$ cat src/rtl/core/bba_pkg.sv
`timescale 1ns / 1ps
// ----------------------------------------------------------------------------
// Batch bump allocator package
// Field widths, status codes and fixed limits shared by the allocator RTL.
// ----------------------------------------------------------------------------
package bba_pkg;

  localparam int SIZE_W      = 12;
  localparam int ADDR_W      = 15;
  localparam int CNT_W       = 12;
  localparam int STAT_W      = 3;
  localparam int BATCH_STORE = 2000;
  localparam int DIV_K       = 20;

  typedef logic [STAT_W-1:0] status_t;

  localparam status_t ST_ALLOC    = 3'd0;
  localparam status_t ST_OOM      = 3'd1;
  localparam status_t ST_RELEASED = 3'd2;
  localparam status_t ST_REVIVED  = 3'd3;
  localparam status_t ST_OVER     = 3'd4;

endpackage

$ cat src/rtl/core/batch_bump_allocator.sv
`timescale 1ns / 1ps
// ----------------------------------------------------------------------------
// Batch bump allocator
// Pool of equal batches with bump allocation, per-batch release counting,
// dead marking on overflow and a free stack of revived batches.
// ----------------------------------------------------------------------------
// A transaction is taken when start is high and busy is low; its single
// result appears on status and block_address for one cycle with done high,
// and the receiver cannot stall it. An allocate carves from the current
// batch; on overflow a batch is popped from the free stack and the carve is
// tried once more. For a deallocate the batch index comes from a registered
// reciprocal multiply and a correction step, then the counter memory is read
// and updated, unless the address lies beyond the pool. One add-compare unit
// checks both allocate fits and release bounds, and the counter and stack
// memories each give one registered read per cycle. Per-entry valid bits
// stand in for reset values, so no clearing pass follows reset.
module batch_bump_allocator import bba_pkg::*; #(
  parameter int BATCH_BYTES = 2048,
  parameter int NUM_BATCHES = 16
) (
  input  logic              clk,
  input  logic              rst,
  input  logic              start,
  input  logic              action,
  input  logic [SIZE_W-1:0] size,
  input  logic [ADDR_W-1:0] address,
  output logic              busy,
  output logic              done,
  output status_t           status,
  output logic [ADDR_W-1:0] block_address
);

  localparam int BW       = $clog2(NUM_BATCHES);
  localparam int FC_W     = $clog2(NUM_BATCHES + 1);
  localparam int SUM_W    = CNT_W + 1;
  localparam int CAP      = (BATCH_STORE < BATCH_BYTES) ? BATCH_STORE : BATCH_BYTES;
  localparam int RECIP    = (1 << DIV_K) / BATCH_BYTES;
  localparam int RECIP_W  = $clog2(RECIP + 1);
  localparam int PROD_W   = ADDR_W + RECIP_W;
  localparam int Q_W      = ADDR_W + 1;
  localparam int BB_W     = $clog2(BATCH_BYTES + 1);
  localparam int QB_W     = Q_W + BB_W;

  localparam logic [2:0] S_IDLE  = 3'd0;
  localparam logic [2:0] S_CARVE = 3'd1;
  localparam logic [2:0] S_POP   = 3'd2;
  localparam logic [2:0] S_DIV1  = 3'd3;
  localparam logic [2:0] S_DIV2  = 3'd4;
  localparam logic [2:0] S_REL   = 3'd5;

  logic [2:0]             state, state_next;
  logic [FC_W-1:0]        fc, fc_next, fc_m1;
  logic [BW-1:0]          cur, cur_next;
  logic [BW-1:0]          bat, bat_next;
  logic                   second, second_next;
  logic [NUM_BATCHES-1:0] dead;
  logic [NUM_BATCHES-1:0] cnt_vld;
  logic [NUM_BATCHES-1:0] stk_vld;

  logic [2*CNT_W-1:0]     cnt_mem [NUM_BATCHES];
  logic [BW-1:0]          stk_mem [NUM_BATCHES];
  logic [2*CNT_W-1:0]     cnt_q;
  logic                   cnt_vq;
  logic [BW-1:0]          stk_q;
  logic                   stk_vq;

  logic                   action_q;
  logic [SIZE_W-1:0]      size_q;
  logic [ADDR_W-1:0]      addr_q;
  logic [PROD_W-1:0]      prod;
  logic [Q_W-1:0]         q0, q0_q, q_fix;
  logic [QB_W-1:0]        qb, rem;

  logic [BW-1:0]          rd_idx, wr_idx, stk_ridx, popped, pop_rst;
  logic [CNT_W-1:0]       used_rd, rel_rd, add_a;
  logic [SUM_W-1:0]       sum, limit;
  logic                   fail;
  logic                   cnt_we, cnt_clr, dead_set, dead_clr, stk_we;
  logic [2*CNT_W-1:0]     cnt_wdata;
  logic                   done_next;
  status_t                status_next;
  logic [ADDR_W-1:0]      blk_next;
  logic [31:0]            blk_full;

  assign busy     = (state != S_IDLE);
  assign fc_m1    = fc - FC_W'(1);
  assign stk_ridx = fc_m1[BW-1:0];
  assign used_rd  = cnt_vq ? cnt_q[CNT_W-1:0] : '0;
  assign rel_rd   = cnt_vq ? cnt_q[2*CNT_W-1:CNT_W] : '0;
  assign pop_rst  = (fc < FC_W'(NUM_BATCHES - 2)) ? fc[BW-1:0] : '0;
  assign popped   = stk_vq ? stk_q : pop_rst;

  assign add_a    = (state == S_REL) ? rel_rd : used_rd;
  assign limit    = (state == S_REL) ? SUM_W'(used_rd) : SUM_W'(CAP);
  assign sum      = SUM_W'(add_a) + SUM_W'(size_q);
  assign fail     = (sum > limit);

  assign q0       = Q_W'(prod >> DIV_K);
  assign rem      = QB_W'(addr_q) - qb;
  assign q_fix    = (rem >= QB_W'(BATCH_BYTES)) ? (q0_q + Q_W'(1)) : q0_q;
  assign blk_full = 32'(cur) * 32'(BATCH_BYTES) + 32'(used_rd);
  assign wr_idx   = (state == S_REL) ? bat : cur;

  always_comb begin
    state_next  = state;
    fc_next     = fc;
    cur_next    = cur;
    bat_next    = bat;
    second_next = second;
    rd_idx      = cur;
    cnt_we      = 1'b0;
    cnt_clr     = 1'b0;
    cnt_wdata   = {rel_rd, used_rd};
    dead_set    = 1'b0;
    dead_clr    = 1'b0;
    stk_we      = 1'b0;
    done_next   = 1'b0;
    status_next = status;
    blk_next    = block_address;
    unique case (state)
      S_IDLE: begin
        if (start) begin
          second_next = 1'b0;
          state_next  = action ? S_DIV1 : S_CARVE;
        end
      end
      S_CARVE: begin
        if (!fail) begin
          cnt_we      = 1'b1;
          cnt_wdata   = {rel_rd, sum[CNT_W-1:0]};
          done_next   = 1'b1;
          status_next = ST_ALLOC;
          blk_next    = blk_full[ADDR_W-1:0];
          state_next  = S_IDLE;
        end else begin
          dead_set = 1'b1;
          if (second || fc == '0) begin
            done_next   = 1'b1;
            status_next = ST_OOM;
            blk_next    = '0;
            state_next  = S_IDLE;
          end else begin
            fc_next    = fc_m1;
            state_next = S_POP;
          end
        end
      end
      S_POP: begin
        cur_next    = popped;
        rd_idx      = popped;
        second_next = 1'b1;
        state_next  = S_CARVE;
      end
      S_DIV1: begin
        state_next = S_DIV2;
      end
      S_DIV2: begin
        if (q_fix >= Q_W'(NUM_BATCHES)) begin
          done_next   = 1'b1;
          status_next = ST_OVER;
          blk_next    = '0;
          state_next  = S_IDLE;
        end else begin
          bat_next   = q_fix[BW-1:0];
          rd_idx     = q_fix[BW-1:0];
          state_next = S_REL;
        end
      end
      S_REL: begin
        done_next  = 1'b1;
        blk_next   = '0;
        state_next = S_IDLE;
        if (fail) begin
          status_next = ST_OVER;
        end else if (dead[bat] && sum == SUM_W'(used_rd)) begin
          cnt_clr     = 1'b1;
          dead_clr    = 1'b1;
          status_next = ST_REVIVED;
          if (fc < FC_W'(NUM_BATCHES)) begin
            stk_we  = 1'b1;
            fc_next = fc + FC_W'(1);
          end
        end else begin
          cnt_we      = 1'b1;
          cnt_wdata   = {sum[CNT_W-1:0], used_rd};
          status_next = ST_RELEASED;
        end
      end
      default: begin
        state_next = S_IDLE;
      end
    endcase
  end

  always_ff @(posedge clk) begin
    if (rst) begin
      state   <= S_IDLE;
      fc      <= FC_W'(NUM_BATCHES - 2);
      cur     <= BW'(NUM_BATCHES - 2);
      second  <= 1'b0;
      dead    <= '0;
      cnt_vld <= '0;
      stk_vld <= '0;
      done    <= 1'b0;
    end else begin
      state  <= state_next;
      fc     <= fc_next;
      cur    <= cur_next;
      second <= second_next;
      done   <= done_next;
      if (dead_set) dead[wr_idx] <= 1'b1;
      if (dead_clr) dead[wr_idx] <= 1'b0;
      if (cnt_we) cnt_vld[wr_idx] <= 1'b1;
      if (cnt_clr) cnt_vld[wr_idx] <= 1'b0;
      if (stk_we) stk_vld[fc[BW-1:0]] <= 1'b1;
    end
  end

  always_ff @(posedge clk) begin
    bat           <= bat_next;
    status        <= status_next;
    block_address <= blk_next;
    q0_q          <= q0;
    qb            <= QB_W'(q0) * QB_W'(BATCH_BYTES);
    if (start && !busy) begin
      action_q <= action;
      size_q   <= size;
      addr_q   <= address;
      prod     <= PROD_W'(address) * PROD_W'(RECIP);
    end
  end

  always_ff @(posedge clk) begin
    cnt_q  <= cnt_mem[rd_idx];
    cnt_vq <= cnt_vld[rd_idx];
    stk_q  <= stk_mem[stk_ridx];
    stk_vq <= stk_vld[stk_ridx];
    if (cnt_we) cnt_mem[wr_idx] <= cnt_wdata;
    if (stk_we) stk_mem[fc[BW-1:0]] <= bat;
  end

  a_action_path: assert property (@(posedge clk) disable iff (rst)
    (start && !busy) |=> (state == (action_q ? S_DIV1 : S_CARVE)))
    else $error("accepted transaction took the wrong path");

  a_blk_zero: assert property (@(posedge clk) disable iff (rst)
    (done && status != ST_ALLOC) |-> (block_address == '0))
    else $error("block address set on a non-allocate result");

  a_fc_bound: assert property (@(posedge clk) disable iff (rst)
    fc <= FC_W'(NUM_BATCHES))
    else $error("free stack count out of range");

  a_done_busy: assert property (@(posedge clk) disable iff (rst)
    done |-> $past(busy))
    else $error("result without a transaction in progress");

endmodule

$ cat config.mk
export PLATFORM = sky130hd
export DESIGN_NAME = batch_bump_allocator
export DESIGN_NICKNAME = d
export VERILOG_FILES = /design/src/rtl/core/bba_pkg.sv /design/src/rtl/core/batch_bump_allocator.sv
export SDC_FILE = /design/constraint.sdc
export NUM_CORES = 1
export LEC_CHECK = 0
export BUFFER_PORTS_ARGS = -buffer_cell sky130_fd_sc_hd__buf_2
export CORE_UTILIZATION = 50
export DETAILED_ROUTE_END_ITERATION = 8
export PLACE_DENSITY = 0.66
export SLEW_MARGIN = 20
export SYNTH_ARGS = -nofsm -noshare
export SYNTH_HDL_FRONTEND = slang
export SYNTH_SLANG_ARGS = --single-unit
$ cat constraint.sdc
create_clock -name clk -period 14.2 [get_ports clk]
set_input_delay 2.84 -clock clk [delete_from_list [all_inputs] [get_ports clk]]
set_output_delay 2.84 -clock clk [all_outputs]
set_load 0.005 [all_outputs]
======== Word level (Yosys, flattened, before mapping) ========
Memories as Yosys holds them, arrays and structs flattened. A register that Yosys moved wholly into a read port is not among the register bits.
Index checks and enable logic that the tools add are counted.
word-level totals
  register bits after elaboration ......... 117
  RAM bits ................................ 448
  input bits .............................. 31
  output and inout bits ................... 20
  logic and storage cells ................. 148
  memories kept ........................... 2
memories
  name     depth  width  read ports  clocked after memory_dff  wr ports  line                        source
  cnt_mem  16     24     1           1                         1         batch_bump_allocator.sv:60  logic [2*CNT_W-1:0] cnt_mem [NUM_BATCHES];
  stk_mem  16     4      1           1                         1         batch_bump_allocator.sv:61  logic [BW-1:0] stk_mem [NUM_BATCHES];
operators by class
  add/subtract/negate cells ............... 6
  magnitude comparators ................... 12
  equality and inequality tests ........... 14
  muxes and demuxes ....................... 75
  bitwise gates (word level) .............. 7
  reductions and logical operators ........ 16
operators with widths
  cell                    number
  $mux W16                6
  $mux W12                5
  $mux W24                2
  $or A16 B16 Y16         3
  $pmux W24 S2            1
  $mux W15                3
  $pmux W15 S3            1
  $and A16 B16 Y16        2
  $mux W5                 6
  $ge A28 B12 Y1 const B  1
  $mux W1                 26
  $lt A4 B5 Y1 const B    5
  $mux W3                 6
  $mux W4                 4
  $not A16 Y16            1
  $sub A15 B15 Y16        1
  $add A15 B12 Y15        1
  $pmux W3 S5             1
  $add A12 B12 Y13        1
  $eq A13 B12 Y1          1
  $gt A13 B12 Y1          1
  $bmux W1 S4             3
  $ne A2 B2 Y1 const B    5
  $pmux W5 S2             1
  29 further kinds        43

======== Logic depth before layout (Yosys ltp) ========
Gate-level depths: netlist of the first run.
  depth in word-level cells ............... 12
  depth in mapped cells ................... 28
  gate-level depth less buffers ........... 23

======== Worst setup path before layout of the first run ========
OpenSTA, ideal clock, no wires.
  path kind ............................... register to register
  from .................................... reg state[1]
  to ...................................... mem cnt_mem[10][0] (netlist bit) (enable)
  library setup time ...................... 435 ps
  arrival ................................. 6,849 ps
  data required time ...................... 13,765 ps
  slack ................................... 6,916 ps
  cell stages (with the launch flop) ...... 27
  buffers on the path ..................... 4
  clock period less this slack ............ 7,284 ps
  cell sequence ........................... dfxtp_1 > clkbuf_1 > nor2_1 > nand2_1 > clkbuf_1 > clkbuf_1 > nand2_1 > a21boi_0 > ha_1 > a21oi_1 > o22ai_1 > o41ai_2 > o31a_1 > xor2_1 > inv_1 > ha_1 > o21a_1 > o21a_1 > o21ai_0 > a31oi_1 > nor2_1 > nand2_1 > inv_2 > o21a_1 > nor2_1 > buf_2 > nor3_1
on the way
  word-level cells in the longest chain between the ends .. 10
  elaborated cells between the ends (all ways) .. 15
  classes of those cells .................. add/sub: 1; order compare: 1; eq/ne: 3; mux: 9; reduce/logical: 1
ends and longest elaborated chain
  element                                                    line                         source
  start: declaration                                         batch_bump_allocator.sv:51   logic [2:0] state, state_next;
  start signal: assignment                                   batch_bump_allocator.sv:206  state <= state_next;
  branches (longest 10 deep; another with $add A12 B12 Y13)  n/a
  end: declaration                                           batch_bump_allocator.sv:60
Parallel ways; which one is timed is not known.

======== Worst setup path after layout of the first run ========
  from .................................... reg state[0]
  to ...................................... mem cnt_mem[2][7] (netlist bit) (enable)
The elaborated chain is that of the path after synthesis.

==> summary.md, run 1 <==
| Metric | Value |
|---|---|
| CTS tree | `done` |
| Clock net sink count | `around 580` |
| Measured slew at the worst slew-check pin | `roughly 1.1 ns` |
| Routed vias | `16400` |
| Count of pins over their slew limit | `0` |
| Post-synth EDFFs | `486` |
| Clk_skew | `roughly 0.036 ns` |
| Clock root cell | `clkbuf_16` |
| Sw Share | `0.311` |
| Number of CTS-inserted buffers | `between 50 and 60` |
| Remaining DRCs | `0` |
| Post-Synth XOR/XNOR Area | `0.0112` |
| Routability cong. | `around 0.87` |
| Clock Latency Late Sink | `~0.63 ns` |
| Io pins | `approximately 50` |
| Final instance area | `27500 sq um` |
| Hold path depth | `0` |
| GRT overflow | `0` |
| Area delta synth->final | `11.7%` |
| Logic gate share of total power | `0.237` |
| Final #Nets | `between 2000 and 2500` |
| FFs w/ async S/R, synth | `0` |
| Simple logic cell fraction of the synthesized area | `0.139` |
| Fin crit period | `7.75 ns` |
| DR WL/cell | `between 20 and 25 um` |
| H-Tree Level Count | `2` |
| Final Setup Violations | `0` |
| Status | `complete, no violations` |
| Crit start category | `register` |
| Yosys warns | `0` |
| Worst-path clk slew | `roughly 0.06 ns` |
| Crit path arrival time | `7.99 ns` |
| Place WS | `6.18 ns` |
| Die height | `224 um` |
| Largest family of logic cells by synthesized area | `simple AND/OR/NAND/NOR gates` |
| Hold Crit Class | `register to register` |
| Critical Path RT | `14.44 ns` |
| Routed WL | `61.3 mm` |
| CP startpoint | `state[0]` |
| Hold slack | `about 0.38 ns` |
| R2R setup slack | `6.45 ns` |
| Setup WS post-layout | `between 6 and 7 ns` |
| Inserted Diodes | `0` |
| Core ar. | `slightly below 50000 sq um` |
| Vias in the first global route | `around 16000` |
| Die area | `50200 sq um` |
| Site Rows | `80` |
| Post-CTS sizing | `0` |
| Synth Flop Type | `edfxtp_1` |
| CP max FO | `24` |
| Worst setup path class | `register to register` |
| GR Util All Layers | `0.246` |
| Crit end category | `register` |
| Antenna Nets Post-Route | `0` |
| Synth top area cells | `edfxtp_1 (59%), dfxtp_1 (7.8%), nand2_1 (6.7%)` |
| Seq cells post-synth | `a little under 600` |
| Share of the synthesized area in the top cell type | `0.592` |
| First-pass GRT wire length | `92.9 mm` |
| Drt first pass iters | `6` |
| Number of max-cap violations | `0` |
| Initial Utilization | `0.512` |
| Initial antenna violation count | `0` |
| Reg-to-reg endpoint | `cnt_mem[2][7]` |
| R2R depth | `25` |
| Area after DPL | `about 26000 sq um` |
| Leakage power | `9.75 nW` |
| Worst-case clock buffer depth | `3` |
| Tcrit/Tclk final | `0.546` |
| Utilization after layout | `0.572` |
| # fillers | `about 3800` |
| Max Fclk | `0.129 GHz` |
| Syn Inst Count | `about 2000` |
| Sequential fraction of the synthesis area | `0.670` |
| Share of cells above drive strength 1 | `0.118` |
| Area leader, netlist | `edfxtp_1` |
| Post-synthesis cell area | `roughly 25000 sq um` |
| Critical path capture point | `cnt_mem[2][7]` |
| Max VDD drop | `0.000111 V` |
| Reg-to-Reg Start | `state[0]` |
| Yosys cell types | `77` |
| Dpl hpwl | `between 30 and 40 mm` |
| Overall die width | `224 um` |
| 1st-iter DRT viols | `~1600` |
| Synth Area in Compound Gates | `0.0928` |
| Post-CTS Setup Repair Bufs | `0` |
| Cell with the most instances after synthesis | `edfxtp_1` |
| Multiplexer share of the synthesized area | `0.0420` |
| Hold-fix buffers, CTS | `0` |
| Final Hold Fails | `0` |
| PwrDens | `~170 nW/um^2` |
| Syn Area/Cell | `12.3 sq um` |
| Syn_nets | `2072` |
| Drt via density | `5.99` |
| I/O Buffers | `39` |
| Setup TNS | `0 ns` |
| Post-Synth Adder-Cell Area | `0.0194` |
| Pin count of the biggest net entering global routing | `between 90 and 100` |
| Seq pwr share | `0.460` |
| Clock power frac | `0.302` |
| Top cells by count, synth | `edfxtp_1 (486), nand2_1 (438), nor2_1 (119)` |
| NetSw | `around 0.0015 W` |
| Unrepaired setup endpoints after global routing | `no` |
| P_int | `approximately 0.0033 W` |
| Worst slew margin | `0.278` |
## flip-flops by register name, indices dropped and copies added, names as in the netlist, 5 cells and up, named ones only
signal,count
stk_vld,16
dead,16
cnt_mem,384
fc,5
size_q,12
stk_mem,64
block_address,15
cnt_q,24
## stage by stage
stage / total power (W) / instances
after global placement: 0.00328 / 2624
after global routing: 0.00493 / 2732
final: 0.00474 / 2732
after detailed placement: 0.00331 / 2624
after CTS: 0.00474 / 2732
after floorplan: 0.00290 / 2004
## final cells by class
cell class,instances,area (sq um),share of cell area
clock inverters,24,211,0.00768
multi-input cells,1263,7710,0.280
clock buffers,84,1570,0.0570
well taps,656,821,0.0298
inverters,38,143,0.00518
repair buffers,85,544,0.0198
flip-flops and latches,582,16500,0.600
## routing by layer
metal | GRT usage | wire length, um | up-vias
met5 | 0 | 0 | -
met2 | 0.373 | 27600 | 697
li1 | - | - | 7468
met1 | 0.361 | 26900 | 8060
met4 | 0.0879 | 1950 | 0
met3 | 0.0383 | 4840 | 128
## power by group through the flow
stage | Combinational [W] | Sequential, W | Clock (W)
global route | 0.00123 | 0.00219 | 0.00152
global placement | 0.00107 | 0.00221 | 0
finish | 0.00112 | 0.00218 | 0.00143
CTS | 0.00111 | 0.00218 | 0.00146
detailed placement | 0.00110 | 0.00221 | 0
floorplan | 0.000730 | 0.00217 | 0
## how the worst min path moves through the flow
stage                     from       to  slack, ns
detailed placement  addr_q[14]  q0_q[3]       0.38
CTS                 addr_q[14]  q0_q[3]       0.39
global placement    addr_q[14]  q0_q[3]       0.37
floorplan           addr_q[11]  q0_q[0]       0.35
finish              addr_q[14]  q0_q[3]       0.38
global route        addr_q[14]  q0_q[3]       0.39
## worst max-delay path, stage by stage, from the launching register on
cell      delay (ns)
dfxtp_1         0.45
inv_1           0.14
nor2_1          0.48
nand2_1         0.50
buf_4           0.38
nand2_1         0.09
a21boi_0        0.15
ha_1            0.32
a21oi_1         0.28
o22ai_1         0.18
o41ai_2         0.53
o31a_1          0.27
xor2_1          0.34
inv_1           0.09
ha_1            0.31
nand4_1         0.08
or3_1           0.35
o21ai_0         0.08
a31oi_1         0.14
nor2_1          0.28
nand2_1         0.18
inv_2           0.14
o21a_2          0.56
nor2_2          0.32
nor3_2          0.24
buf_4           0.47
## layout by cell type (no fill, tap or decap), types with 12 or more instances in the layout
master     netlist  layout
a21boi_0        12      12
clkbuf_1        84      23
o21ai_0         20      19
a21o_1          15      15
buf_2           18      39
mux4_2          27      27
nand4_1         33      33
nand2_1        438     438
xnor2_1         14      14
nor3_1          29      16
ha_1            35      35
nand3_1        117     117
nor3_2           1      13
o311ai_1        26      25
edfxtp_1       486     486
buf_4            0      45
a21oi_1        110     109
a31oi_1         19      19
mux2i_1         37      33
a32oi_1         26      26
dfxtp_1         96      95
clkbuf_16        0      57
nor2_1         119     115
inv_1           36      36
o21ai_1         40      33
## kinds of logic after synthesis
family	count (synthesis)
AO/OA/AOI/OAI	342
XOR/XNOR	25
adder cells (fa/ha/maj)	37
buffers and inverters	159
flip-flops	582
multiplexers	69
AND/OR/NAND/NOR	790
(Power assumes the default switching activity.)
==> inputs of run 2 (changes only) <==
==> constraint.sdc (replaced) <==
create_clock -name clk -period 7.2 [get_ports clk]
set_input_delay 1.44 -clock clk [delete_from_list [all_inputs] [get_ports clk]]
set_output_delay 1.44 -clock clk [all_outputs]
set_load 0.005 [all_outputs]
==> summary.md, run 2 (synthesis gave the netlist of run 1 again) <==
| Metric | Value |
|---|---|
| Status | `complete, no violations` |
| Critical Path, Cell by Cell | `inv_1, nor2_1, buf_4, nand2_1, nand2_1, a21boi_0, ha_1, fa_1, a21o_1, a221oi_4, o21ai_1, xnor2_1, inv_1, ha_1, nand4_1, a211o_1, a31oi_1, nor2_1, nand2_1, inv_2, o21a_1, buf_4, o21ai_1` |
| Crit end category | `register` |
| Worst slew margin | `0.259` |
| Overall die width | `about 220 um` |
| # fillers | `between 3000 and 4000` |
| Routed vias | `approximately 16000` |
| Share of cells above drive strength 1 | `0.126` |
| Drt first pass iters | `7` |
| Top reg by flops | `cnt_mem` |
| Clock root cell | `clkbuf_16` |
| Pin count of the biggest net entering global routing | `between 150 and 200` |
| PwrDens | `~350 nW/um^2` |
| Utilization after layout | `0.578` |
| Routed WL | `about 62 mm` |
| Clock net sink count | `a little under 600` |
| Max VDD drop | `approximately 0.00022 V` |
| Site Rows | `80` |
| H-Tree Level Count | `2` |
| Worst-case clock buffer depth | `3` |
| Fin crit period | `6.60 ns` |
| Vias in the first global route | `15500` |
| Final Hold Fails | `0` |
| GRT overflow | `0` |
| Post-CTS sizing | `0` |
| Initial Utilization | `0.512` |
| Top cell by count, worst path | `nand2_1` |
| Max reg flops | `between 300 and 400` |
| Antenna Nets Post-Route | `0` |
| Max Fclk | `between 0.15 and 0.2 GHz` |
| Unrepaired setup endpoints after global routing | `no` |
| Clock Latency Late Sink | `between 0.6 and 0.7 ns` |
| Leakage power | `9.92 nW` |
| Final Setup Violations | `0` |
| Power Total | `about 0.0096 W` |
| Final #Nets | `2116` |
| Core ar. | `around 48000 sq um` |
| Crit path largest cell delay | `roughly 0.90 ns` |
| CTS tree | `done` |
| Drt via density | `roughly 6` |
| Critical Path RT | `around 7.5 ns` |
| Inserted Diodes | `0` |
| Die height | `around 220 um` |
| Initial antenna violation count | `0` |
| GR Util All Layers | `0.249` |
| Count of pins over their slew limit | `0` |
| Dpl hpwl | `36.4 mm` |
| Number of max-cap violations | `0` |
| First-pass GRT wire length | `between 90 and 100 mm` |
| Remaining DRCs | `0` |
| Routability cong. | `about 0.9` |
| Slowest library cell on the worst path | `o21ai_1` |
| Io pins | `51` |
| Worst-path clk slew | `approximately 0.060 ns` |
| CP max FO | `23` |
| Setup TNS | `0 ns` |
| Crit start category | `register` |
| I/O Buffers | `39` |
| Area delta synth->final | `12.9%` |
| Hold-fix buffers, CTS | `0` |
| 1st-iter DRT viols | `approximately 1600` |
| Commonest non-fill, non-tap cells in the layout | `edfxtp_1 (486), nand2_1 (438), nand3_1 (117)` |
| Crit path arrival time | `6.89 ns` |
| Die area | `~50000 sq um` |
| Hold slack | `between 0.3 and 0.4 ns` |
| Clk_skew | `between 0.04 and 0.05 ns` |
| DR WL/cell | `22.5 um` |
| Worst setup path class | `register to register` |
| Most common library cell in the layout ignoring fill and taps | `edfxtp_1` |
| Hold Crit Class | `register to register` |
| Tcrit/Tclk final | `0.916` |
| Post-CTS Setup Repair Bufs | `0` |
| Number of CTS-inserted buffers | `between 50 and 60` |
| Measured slew at the worst slew-check pin | `~1.1 ns` |
[run 2: path summary, 6_finish.rpt]
path | slack [ns] | cells after the start | startpoint | to
worst max-delay path | 0.60 | 23 | state[0] | cnt_mem[11][12]
worst min-delay path | 0.37 | 0 | addr_q[11] | q0_q[0]
worst max register to register | 0.60 | 23 | state[0] | cnt_mem[11][12]
worst min register to register | 0.37 | 0 | addr_q[11] | q0_q[0]
[run 2: area by class of cell]
type                       instances  area [sq um]  area share
clock buffer                      78          1580      0.0567
clock inverter                    32           357      0.0128
inverter                          38           143     0.00513
multi-input combinational       1263          7680       0.276
sequential                       582         16500       0.594
tap                              656           821      0.0295
timing repair buffer             105           723      0.0260
[run 2: stage by stage]
step	setup WS, ns	cell area [sq um]	std cells
finish	0.603	27800	2754
CTS	0.733	27800	2753
floorplan	-0.0838	24600	2004
detailed placement	0.789	25900	2643
global placement	0.942	25800	2643
global route	0.232	27800	2754
[run 2: where the power goes]
group          internal [W]  switching, W  leakage, nW  total, W
clock network       0.00176       0.00128        0.939   0.00304
registers           0.00414      0.000190         5.25   0.00433
logic              0.000743       0.00151         3.73   0.00226
[run 2: routing by layer]
layer | global-route usage | vias up | wire [um] | part of all wire
met4 | 0.0769 | 0 | 1540 | 0.025
met2 | 0.380 | 697 | 28000 | 0.45
met1 | 0.358 | 8081 | 27400 | 0.44
met5 | 0 | - | 0 | 0
met3 | 0.0521 | 97 | 5140 | 0.083
li1 | - | 7501 | - | -
[run 2: worst max-delay path, delay by kind of cell, from the launching register on]
kind	cells	cell delay, ns
AOI/OAI and AO/OA	8	2.71
xor gates and xnor gates	1	0.30
adders and majority gates	3	0.94
buffers and inverters	5	0.70
DFF	1	0.46
and+or+nand+nor	6	1.06
